$ cat src/rtl/tot_pkg.sv
package tot_pkg;

  localparam int DEV_W      = 52;   // device, arrival and result time
  localparam int OFS_W      = 54;   // measured and tracked offset, signed
  localparam int FIX_W      = 53;   // fixed offset, signed
  localparam int SCAN_W     = 24;
  localparam int WGT_W      = 16;   // Q0.16 weight
  localparam int DLY_W      = 31;   // capture delay, signed
  localparam int DIFF_FULL_W = OFS_W + 1;
  localparam int DIFF_W     = 22;   // enough for |diff| <= 1 s in us
  localparam int PROD_W     = DIFF_W + WGT_W + 1;
  localparam int FRAC_W     = 16;
  localparam int STEP_W     = PROD_W - FRAC_W;
  localparam int SUM_W      = 57;
  localparam int CFG_IDX_W  = 3;
  localparam int CFG_DATA_W = 53;
  localparam int IN_DATA_W  = 104;
  localparam int OUT_DATA_W = 56;

  localparam logic [DEV_W:0]               STEP_BACK_US = 53'd500000;
  localparam logic signed [DIFF_FULL_W-1:0] JUMP_POS    = 55'sd1000000;
  localparam logic signed [DIFF_FULL_W-1:0] JUMP_NEG    = -55'sd1000000;
  localparam logic signed [PROD_W-1:0]      ROUND_HALF  = 39'sd32768;

  localparam logic signed [FIX_W-1:0] FIXED_OFFSET_RST  = 53'sd1739510486944657;
  localparam logic [SCAN_W-1:0]       SCAN_SPAN_RST     = 24'd100000;
  localparam logic [WGT_W-1:0]        SMOOTH_WEIGHT_RST = 16'd655;
  localparam logic signed [DLY_W-1:0] CAPTURE_DELAY_RST = 31'sd32430;

  typedef enum logic [CFG_IDX_W-1:0] {
    CFG_FIXED_OFFSET  = 3'd0,
    CFG_AUTO_MODE     = 3'd1,
    CFG_SCAN_SPAN     = 3'd2,
    CFG_SMOOTH_WEIGHT = 3'd3,
    CFG_CAPTURE_DELAY = 3'd4
  } cfg_idx_t;

  typedef struct packed {
    logic [DEV_W-1:0] dev;
    logic [OFS_W-1:0] measured;   // two's complement
  } s1_item_t;

  typedef struct packed {
    logic [DEV_W-1:0] dev;
    logic [OFS_W-1:0] eff;        // two's complement
    logic             reseeded;
  } s2_item_t;

  typedef struct packed {
    logic tracked_valid;
  } trk_stat_t;

endpackage

$ cat src/rtl/tot_in_stage.sv
module tot_in_stage (
  input  logic                             clk,
  input  logic                             rst_n,
  input  logic                             in_valid,
  output logic                             in_ready,
  input  logic [tot_pkg::IN_DATA_W-1:0]    in_data,
  input  logic [tot_pkg::SCAN_W-1:0]       scan_span,
  input  logic                             nxt_ready,
  output logic                             s1_valid,
  output tot_pkg::s1_item_t                s1_item
);

  logic                      valid_r;
  tot_pkg::s1_item_t         item_r;
  tot_pkg::s1_item_t         item_nxt;
  logic [tot_pkg::DEV_W-1:0] dev;
  logic [tot_pkg::DEV_W-1:0] arr;

  assign dev = in_data[tot_pkg::DEV_W-1:0];
  assign arr = in_data[2*tot_pkg::DEV_W-1:tot_pkg::DEV_W];

  // arrival - device - scan span, fits 54 bits signed
  always_comb begin
    item_nxt.dev      = dev;
    item_nxt.measured = {2'b00, arr} - {2'b00, dev}
                        - {{(tot_pkg::OFS_W-tot_pkg::SCAN_W){1'b0}}, scan_span};
  end

  assign in_ready = !valid_r || nxt_ready;
  assign s1_valid = valid_r;
  assign s1_item  = item_r;

  always_ff @(posedge clk) begin
    if (!rst_n) begin
      valid_r <= 1'b0;
    end else if (in_ready) begin
      valid_r <= in_valid;
    end
  end

  always_ff @(posedge clk) begin
    if (in_ready && in_valid) begin
      item_r <= item_nxt;
    end
  end

endmodule

$ cat src/rtl/tot_offset_track.sv
module tot_offset_track (
  input  logic                           clk,
  input  logic                           rst_n,
  input  logic                           s1_valid,
  output logic                           s1_ready,
  input  tot_pkg::s1_item_t              s1_item,
  input  logic                           auto_mode,
  input  logic [tot_pkg::FIX_W-1:0]      fixed_offset,
  input  logic [tot_pkg::WGT_W-1:0]      smoothing_weight,
  input  logic                           nxt_ready,
  output logic                           s2_valid,
  output tot_pkg::s2_item_t              s2_item,
  output tot_pkg::trk_stat_t             stat
);

  logic                                   valid_r;
  tot_pkg::s2_item_t                      item_r;
  tot_pkg::s2_item_t                      item_nxt;
  logic                                   tracked_valid_r;
  logic signed [tot_pkg::OFS_W-1:0]       tracked_r;
  logic signed [tot_pkg::OFS_W-1:0]       tracked_nxt;
  logic [tot_pkg::DEV_W-1:0]              prev_dev_r;
  logic                                   load;
  logic signed [tot_pkg::OFS_W-1:0]       measured;
  logic signed [tot_pkg::DIFF_FULL_W-1:0] diff;
  logic signed [tot_pkg::DIFF_W-1:0]      diff_n;
  logic signed [tot_pkg::PROD_W-1:0]      prod;
  logic signed [tot_pkg::PROD_W-1:0]      rounded;
  logic signed [tot_pkg::STEP_W-1:0]      step;
  logic signed [tot_pkg::OFS_W-1:0]       averaged;
  logic                                   step_back;
  logic                                   jumped;
  logic                                   reseed;

  assign load     = s1_valid && s1_ready;
  assign measured = $signed(s1_item.measured);

  assign step_back = tracked_valid_r &&
                     (({1'b0, s1_item.dev} + tot_pkg::STEP_BACK_US) < {1'b0, prev_dev_r});
  assign diff      = $signed({measured[tot_pkg::OFS_W-1], measured})
                     - $signed({tracked_r[tot_pkg::OFS_W-1], tracked_r});
  assign jumped    = tracked_valid_r && (diff > tot_pkg::JUMP_POS || diff < tot_pkg::JUMP_NEG);
  assign reseed    = !tracked_valid_r || step_back || jumped;

  // diff is within one second whenever the average is used
  assign diff_n   = diff[tot_pkg::DIFF_W-1:0];
  assign prod     = $signed({1'b0, smoothing_weight}) * diff_n;
  assign rounded  = prod + tot_pkg::ROUND_HALF;
  assign step     = rounded[tot_pkg::PROD_W-1:tot_pkg::FRAC_W];   // floor divide by 65536
  assign averaged = tracked_r
                    + {{(tot_pkg::OFS_W-tot_pkg::STEP_W){step[tot_pkg::STEP_W-1]}}, step};

  assign tracked_nxt = reseed ? measured : averaged;

  always_comb begin
    item_nxt.dev      = s1_item.dev;
    item_nxt.eff      = auto_mode ? tracked_nxt
                                  : {fixed_offset[tot_pkg::FIX_W-1], fixed_offset};
    item_nxt.reseeded = auto_mode && reseed;
  end

  assign s1_ready           = !valid_r || nxt_ready;
  assign s2_valid           = valid_r;
  assign s2_item            = item_r;
  assign stat.tracked_valid = tracked_valid_r;

  always_ff @(posedge clk) begin
    if (!rst_n) begin
      valid_r         <= 1'b0;
      tracked_valid_r <= 1'b0;
      tracked_r       <= '0;
      prev_dev_r      <= '0;
    end else begin
      if (s1_ready) begin
        valid_r <= s1_valid;
      end
      if (load && auto_mode) begin
        tracked_valid_r <= 1'b1;
        tracked_r       <= tracked_nxt;
        prev_dev_r      <= s1_item.dev;
      end
    end
  end

  always_ff @(posedge clk) begin
    if (load) begin
      item_r <= item_nxt;
    end
  end

endmodule

$ cat src/rtl/tot_out_stage.sv
module tot_out_stage (
  input  logic                           clk,
  input  logic                           rst_n,
  input  logic                           s2_valid,
  output logic                           s2_ready,
  input  tot_pkg::s2_item_t              s2_item,
  input  logic [tot_pkg::DLY_W-1:0]      capture_delay,
  output logic                           out_valid,
  input  logic                           out_ready,
  output logic [tot_pkg::DEV_W-1:0]      out_time,
  output logic                           out_reseeded
);

  logic                              valid_r;
  logic [tot_pkg::DEV_W-1:0]         time_r;
  logic [tot_pkg::DEV_W-1:0]         time_nxt;
  logic                              reseeded_r;
  logic signed [tot_pkg::SUM_W-1:0]  sum;

  assign sum = $signed({{(tot_pkg::SUM_W-tot_pkg::DEV_W){1'b0}}, s2_item.dev})
             + $signed({{(tot_pkg::SUM_W-tot_pkg::OFS_W){s2_item.eff[tot_pkg::OFS_W-1]}},
                        s2_item.eff})
             + $signed({{(tot_pkg::SUM_W-tot_pkg::DLY_W){capture_delay[tot_pkg::DLY_W-1]}},
                        capture_delay});

  // clamp at zero, saturate at the top of the time range
  always_comb begin
    if (sum[tot_pkg::SUM_W-1]) begin
      time_nxt = '0;
    end else if (|sum[tot_pkg::SUM_W-2:tot_pkg::DEV_W]) begin
      time_nxt = '1;
    end else begin
      time_nxt = sum[tot_pkg::DEV_W-1:0];
    end
  end

  assign s2_ready     = !valid_r || out_ready;
  assign out_valid    = valid_r;
  assign out_time     = time_r;
  assign out_reseeded = reseeded_r;

  always_ff @(posedge clk) begin
    if (!rst_n) begin
      valid_r <= 1'b0;
    end else if (s2_ready) begin
      valid_r <= s2_valid;
    end
  end

  always_ff @(posedge clk) begin
    if (s2_ready && s2_valid) begin
      time_r     <= time_nxt;
      reseeded_r <= s2_item.reseeded;
    end
  end

endmodule

$ cat src/rtl/timestamp_offset_tracker.sv
// timestamp_offset_tracker: turns a device timestamp into host time, every value being
// a count of microseconds. With auto_mode clear the configured fixed offset is added;
// with auto_mode set the offset is measured per item as arrival minus device time minus
// the scan span and smoothed by an exponential moving average (Q0.16 weight, rounded to
// nearest). The average restarts from the measured offset on the first item, when the
// device clock goes back by more than 0.5 s, or when the measured offset is more than
// 1 s away from the average; out_tuser flags such an item. The capture delay is added
// last and the result is clamped to 0 .. 2^52-1. The block takes one item per clock while
// the output does not stall, and each result passes the input register, the offset
// tracking register and the output register in turn; the rate is set by the offset
// average, which updates once per item through a single 16 x 22 bit multiply-add
// feeding its own register. Stages hold their item when the output stalls, and fill up
// behind a stalled result before in_tready drops. Configuration is written through
// cfg_wr_en / cfg_index / cfg_data while no item is in flight.
module timestamp_offset_tracker (
  input  logic                              clk,
  input  logic                              rst_n,

  input  logic                              in_tvalid,
  output logic                              in_tready,
  // [51:0] device_time, [103:52] arrival_time
  input  logic [tot_pkg::IN_DATA_W-1:0]     in_tdata,

  output logic                              out_tvalid,
  input  logic                              out_tready,
  // [51:0] shifted_time, [55:52] zero
  output logic [tot_pkg::OUT_DATA_W-1:0]    out_tdata,
  // [0] offset_reseeded
  output logic [0:0]                        out_tuser,

  input  logic                              cfg_wr_en,
  input  logic [tot_pkg::CFG_IDX_W-1:0]     cfg_index,
  input  logic [tot_pkg::CFG_DATA_W-1:0]    cfg_data
);

  // configuration registers
  logic [tot_pkg::FIX_W-1:0]  fixed_offset_r;
  logic                       auto_mode_r;
  logic [tot_pkg::SCAN_W-1:0] scan_span_r;
  logic [tot_pkg::WGT_W-1:0]  smoothing_weight_r;
  logic [tot_pkg::DLY_W-1:0]  capture_delay_r;

  // stage links
  logic                       s1_valid;
  logic                       s1_ready;
  tot_pkg::s1_item_t          s1_item;
  logic                       s2_valid;
  logic                       s2_ready;
  tot_pkg::s2_item_t          s2_item;
  tot_pkg::trk_stat_t         trk_stat;
  logic [tot_pkg::DEV_W-1:0]  shifted_time;
  logic                       offset_reseeded;

  always_ff @(posedge clk) begin
    if (!rst_n) begin
      fixed_offset_r     <= tot_pkg::FIXED_OFFSET_RST;
      auto_mode_r        <= 1'b0;
      scan_span_r        <= tot_pkg::SCAN_SPAN_RST;
      smoothing_weight_r <= tot_pkg::SMOOTH_WEIGHT_RST;
      capture_delay_r    <= tot_pkg::CAPTURE_DELAY_RST;
    end else if (cfg_wr_en) begin
      case (tot_pkg::cfg_idx_t'(cfg_index))
        tot_pkg::CFG_FIXED_OFFSET:  fixed_offset_r     <= cfg_data[tot_pkg::FIX_W-1:0];
        tot_pkg::CFG_AUTO_MODE:     auto_mode_r        <= cfg_data[0];
        tot_pkg::CFG_SCAN_SPAN:     scan_span_r        <= cfg_data[tot_pkg::SCAN_W-1:0];
        tot_pkg::CFG_SMOOTH_WEIGHT: smoothing_weight_r <= cfg_data[tot_pkg::WGT_W-1:0];
        tot_pkg::CFG_CAPTURE_DELAY: capture_delay_r    <= cfg_data[tot_pkg::DLY_W-1:0];
        default: ;  // unused indexes are ignored
      endcase
    end
  end

  // register the item and form the measured offset
  tot_in_stage u_in (
    .clk       (clk),
    .rst_n     (rst_n),
    .in_valid  (in_tvalid),
    .in_ready  (in_tready),
    .in_data   (in_tdata),
    .scan_span (scan_span_r),
    .nxt_ready (s1_ready),
    .s1_valid  (s1_valid),
    .s1_item   (s1_item)
  );

  // moving average of the offset, restart detection, offset selection
  tot_offset_track u_track (
    .clk              (clk),
    .rst_n            (rst_n),
    .s1_valid         (s1_valid),
    .s1_ready         (s1_ready),
    .s1_item          (s1_item),
    .auto_mode        (auto_mode_r),
    .fixed_offset     (fixed_offset_r),
    .smoothing_weight (smoothing_weight_r),
    .nxt_ready        (s2_ready),
    .s2_valid         (s2_valid),
    .s2_item          (s2_item),
    .stat             (trk_stat)
  );

  // apply offset and capture delay, clamp, hold the result
  tot_out_stage u_out (
    .clk           (clk),
    .rst_n         (rst_n),
    .s2_valid      (s2_valid),
    .s2_ready      (s2_ready),
    .s2_item       (s2_item),
    .capture_delay (capture_delay_r),
    .out_valid     (out_tvalid),
    .out_ready     (out_tready),
    .out_time      (shifted_time),
    .out_reseeded  (offset_reseeded)
  );

  assign out_tdata = {{(tot_pkg::OUT_DATA_W-tot_pkg::DEV_W){1'b0}}, shifted_time};
  assign out_tuser = offset_reseeded;

  // the average starts empty after reset
  a_reset_clears_track: assert property (@(posedge clk)
    !rst_n |=> !trk_stat.tracked_valid)
    else $error("tracked offset valid right after reset");

  // first auto-mode item always restarts the average
  a_first_item_reseeds: assert property (@(posedge clk) disable iff (!rst_n)
    (s1_valid && s1_ready && auto_mode_r && !trk_stat.tracked_valid) |=> s2_item.reseeded)
    else $error("first tracked item not flagged as reseeded");

  // fixed mode never touches the average
  a_fixed_no_reseed: assert property (@(posedge clk) disable iff (!rst_n)
    (s1_valid && s1_ready && !auto_mode_r) |=> !s2_item.reseeded)
    else $error("reseed flagged in fixed mode");

  // a flagged result implies the average holds a value
  a_flag_needs_track: assert property (@(posedge clk) disable iff (!rst_n)
    (out_tvalid && out_tuser[0]) |-> trk_stat.tracked_valid)
    else $error("reseed flag without tracked offset");

endmodule
$ cat config.mk
export PLATFORM = sky130hd
export DESIGN_NAME = timestamp_offset_tracker
export DESIGN_NICKNAME = d
export VERILOG_FILES = /design/src/rtl/tot_pkg.sv /design/src/rtl/tot_in_stage.sv /design/src/rtl/tot_offset_track.sv /design/src/rtl/tot_out_stage.sv /design/src/rtl/timestamp_offset_tracker.sv
export SDC_FILE = /design/constraint.sdc
export NUM_CORES = 2
export LEC_CHECK = 0
export BUFFER_PORTS_ARGS = -buffer_cell sky130_fd_sc_hd__buf_4
export CORE_MARGIN = 5
export CORE_UTILIZATION = 40
export DETAILED_ROUTE_END_ITERATION = 12
export GPL_ROUTABILITY_DRIVEN = 1
export GPL_TIMING_DRIVEN = 1
export REMOVE_ABC_BUFFERS = 1
export SYNTH_ARGS = -nofsm -noshare
export SYNTH_HDL_FRONTEND = slang
export SYNTH_SLANG_ARGS = --single-unit
$ cat constraint.sdc
create_clock -name clk -period 22.3 [get_ports clk]
set_input_delay 4.46 -clock clk [delete_from_list [all_inputs] [get_ports clk]]
set_output_delay 4.46 -clock clk [all_outputs]
set_load 0.02 [all_outputs]
-- Word level (Yosys, flattened, before mapping)
Index checks and enable logic that the tools add are counted.
- $add $sub $neg: 8
- multiply operators: 1
- magnitude comparators: 3
- equal/unequal tests: 4
- muxes and demuxes: 3
- reduce and logical (&&, ||, !) cells: 24
- operators by type and width (operator ; number):
    $mux 54 ; 2
    $add 55x31->56 ; 1
    $add 53x54->55 ; 1
    $gt 55x21->1 const B ; 1
    $lt 55x21->1 const B ; 1
    $sub 54x54->55 ; 1
    $add 54x54->54 ; 1
    $sub 54x24->54 ; 1
    $add 52x19->53 const B ; 1
    $lt 53x52->1 ; 1
    $sub 52x52->53 ; 1
    $mux 52 ; 1
    $add 39x17->39 const B ; 1
    $mul 17x22->39 ; 1
    $reduce_and 2->1 ; 5
    $logic_and 1x1->1 ; 7
    $eq 3x2->1 const B ; 2
    $logic_or 1x1->1 ; 6
    $logic_not 1->1 ; 4
    $reduce_or 4->1 ; 1
    $eq 3x1->1 const B ; 1
    $eq 3x3->1 const B ; 1
    $logic_not 3->1 ; 1
- register bits after elaboration: 501
- input bits: 165
- word-level logic and storage cells: 61

-- Logic depth before layout (Yosys ltp)
- word-level depth: 7
- gate-level depth with buffers: 50
- gate-level depth less buffers: 49

-- By module
Synthesis repeated with hierarchy kept, for this count alone.
- cells, all modules: 5892
- area, all modules: 51451.8 um^2
- modules (own cells, without submodules) (module ; times used ; cells an instance ; area each (um^2) ; sequential area each (um^2)):
    tot_offset_track ; 1 ; 3756 ; 31265.0 ; 5375.2
    tot_in_stage ; 1 ; 962 ; 8668.3 ; 3203.1
    tot_out_stage ; 1 ; 676 ; 6407.4 ; 1611.5
    timestamp_offset_tracker ; 1 ; 498 ; 5111.2 ; 2502.4

-- Least setup slack after synthesis
OpenSTA, ideal clock, no wires.
- path type: register to register
- start: reg u_in.item_r (netlist bit u_in.s1_item[0])
- end: reg u_track.item_r (netlist bit u_track.s2_item[50]) (data pin)
- library setup time: 270 ps
- arrival time: 11613 ps
- data required time: 22030 ps
- setup slack: 10417 ps
- cell stages (with the launch flop): 44
- path through: edfxtp_1 > inv_1 > ha_1 > fa_1 > nand2b_1 > a211o_2 > a211oi_2 > nand2b_1 > xor2_2 > clkbuf_1 > nand2_1 > fa_1 > inv_1 > fa_1 > fa_1 > fa_1 > fa_1 > inv_1 > [... 8 more ...] > a311oi_1 > o22ai_1 > o41ai_1 > xnor2_1 > ha_1 > a21oi_1 > o21bai_1 > a21oi_1 > o31ai_1 > a31oi_1 > o31ai_1 > a211o_1 > a2111o_1 > a31oi_1 > o21bai_1 > xor2_1 > mux2i_1 > a21oi_1
- RTL lines (what ; line ; text):
    from (decl) ; tot_in_stage.sv:14 ; tot_pkg::s1_item_t item_r;
    from (signal assigned) ; tot_in_stage.sv:43 ; item_r <= item_nxt;
    to (signal assigned) ; tot_offset_track.sv:87 ; item_r <= item_nxt;
    to (decl) ; tot_offset_track.sv:17 ; tot_pkg::s2_item_t item_r;

==> results.ini <==
[global_routing]
grt_max_degree=99
antenna_found_initial=2
grt_use_total_pct=22.5
grt_pass1_wl_microns=233000
grt_pass1_vias=39400
grt.overflow.total=0

[yosys]
synth.distinct_cells=114
synthTopCellsByArea=fa_1 (16%), edfxtp_1 (16%), ha_1 (10%), dfxtp_1 (9.6%), nand2_1 (5.6%)
netlist_instances=5610
yosysWarningCount=0
async_flop_share_pct=0
syn_area_sq_mm=0.0491
synth_top_area_share_pct=16.3
ys_seq_area_share_pct=25.8
synth_edf_count=266
yosysTopAreaCell=fa_1
synth_ff_type=edfxtp_1
synth_area_per_cell_sq_um=8.75
synth-seq-cells=501

[clocking]
htreeDepth=2
postCtsSetupBuffers=0
clk_pin_slew_ps=70
clkLatencyLatePin_ps=630
clk_path_buf_depth=3
cts-root-buf=clkbuf_16
cts_resized=0
postCtsHoldBufs=0
cts_tree=done
cts_num_sinks=501
cts_buffers=52

[timing]
worst_pin_slew_ps=1180
fin_setup_tns_ps=0
grt_setup_unrepaired=false
hold_viol=0
fmax_mhz=75.0
fin_crit_ps=13330
finalSetupViolations=0
final_max_slew_viol_count=0
period_share_pct=59.8
clock_skew_ps=28.2
relSlewSlack_pct=20.5

[critical_path]
crit_top_cell=fa_1
end_kind=flop
cp.arrival_ps=13670
critPathKind=flop to flop
r2r_cells=43
r2r-end=u_track.s2_item[50]
rrSetupSlack_ps=8970
cp-start-kind=flop
critPathSlowestCell=xor2_2
crit_path_max_fanout=33
max_stage_delay_ps=800
crit_required_ps=22640
r2r_start=u_in.s1_item[0]

[die]
die_h_microns=360
die_width_microns=360
coreArea_sq_mm=0.122
dieArea_sq_mm=0.130
rows=128
io_pins=224
initial_core_util_pct=40.3

[cells_and_area]
syn_to_final_growth_pct=10.1
layout.nets=6675
antenna_cells=0
layout_commonest_cell=nand2_1
layout_common_cells=nand2_1 (729), inv_1 (699), a21oi_1 (505), ha_1 (404), fa_1 (399)
drive_gt1_share_pct=8.10

[worst_hold_path]
min_from=u_track.s2_item[0]
worstHoldPathCells=0
worstHoldEndpoint=u_out.out_reseeded
min_path_type=flop to flop

[status]
status=completed

[routing]
drt_wl_total_microns=151000
drc=0
routed_via_density=5.49
drtIter0Drc=3148
vias=40500
wl_per_cell_microns=20.5
dr.pass1.iters=6
antenna_left=0

[run]
drv_cap=0

[placement]
gp_congestion=0.937
dp_hpwl_microns=119000
io_buffers=219

how the worst max path moves through the flow:
stage	from	to	slack (ps)	cells past startpoint
global placement	u_in.s1_item[0]	u_track.s2_item[53]	9170	42
CTS	u_in.s1_item[0]	u_track.s2_item[53]	8970	42
floorplan	u_in.s1_item[12]	u_track.s2_item[50]	10330	39
detailed placement	u_in.s1_item[0]	u_track.s2_item[53]	8930	42
finish	u_in.s1_item[0]	u_track.s2_item[50]	8970	43
global route	u_in.s1_item[0]	u_track.s2_item[51]	8120	42
registers in the layout, indices dropped and copies added (netlist names):
register and cells:
scan_span_r 24, u_out.out_time 52, u_track.s2_valid 1, auto_mode_r 1
u_track.s2_item 107, u_in.s1_valid 1, fixed_offset_r 53, u_track.stat 1
u_out.out_reseeded 1, u_in.s1_item 106, smoothing_weight_r 16, u_out.out_valid 1
u_track.tracked_r 54, u_track.prev_dev_r 52, capture_delay_r 31
critical path, delay by kind of cell, from the launching register on:
kind / cells / cell delay (ps)
adder cells (fa/ha/maj): 10 / 4430
multiplexers: 1 / 210
XOR/XNOR: 3 / 1110
AO/OA/AOI/OAI: 19 / 5040
AND/OR/NAND/NOR: 5 / 1310
buffers and inverters: 5 / 600
flip-flops: 1 / 340
cell usage after synthesis (43+ instances only):
cell / number
a211oi_1: 82
a21o_1: 122
a21oi_1: 505
and2_1: 205
clkbuf_1: 191
dfxtp_1: 235
edfxtp_1: 266
fa_1: 399
ha_1: 404
inv_1: 699
mux2i_1: 54
nand2_1: 731
nand2b_1: 43
nand3_1: 125
nand4_1: 74
nor2_1: 321
nor2b_1: 63
nor3_1: 57
o21a_1: 49
o21ai_0: 157
xnor2_1: 184
xor2_1: 108
logic make-up (layout without fill, tap and decap cells):
| group | after synthesis | count (layout) | synth area share (%) |
|---|---|---|---|
| and+or+nand+nor | 1776 | 1776 | 17.3 |
| adders and majority gates | 809 | 809 | 26.7 |
| muxes | 55 | 55 | 1.12 |
| AOI/OAI and AO/OA | 1241 | 1241 | 16.3 |
| xor gates and xnor gates | 297 | 297 | 5.37 |
| other | 1 | 4 | 0.00764 |
| DFF | 501 | 501 | 25.8 |
| buffers and inverters | 930 | 1068 | 7.40 |
stage by stage:
step | cells | hold WS (ps) | util (%) | area, sq um | worst slack (ps)
final | 7376 | 448 | 44.4 | 54100 | 8970
after global routing | 7376 | 448 | 44.4 | 54100 | 8120
after CTS | 7376 | 440 | 44.4 | 54100 | 8970
after detailed placement | 7278 | 424 | 42.9 | 52300 | 8930
after global placement | 7278 | 439 | 42.9 | 52300 | 9170
after floorplan | 5383 | 400 | - | 48100 | 10330
area by class of cell:
class | count | area (sq um)
clock buffer | 71 | 1500
clock inverter | 27 | 273
fill | 12100 | 67800
inverter | 700 | 2630
multi-input combinational | 4182 | 32900
sequential | 501 | 12700
tap | 1625 | 2030
timing repair buffer | 270 | 2030
metal layers:
layer	wire length, microns	GRT usage (%)
met5	0	0
met4	4380	5.74
met3	7620	2.29
met2	70500	37.3
met1	68700	31.6
Power is not shown: default switching activity piles up to over one toggle a cycle in this logic, so the estimate is an artifact.
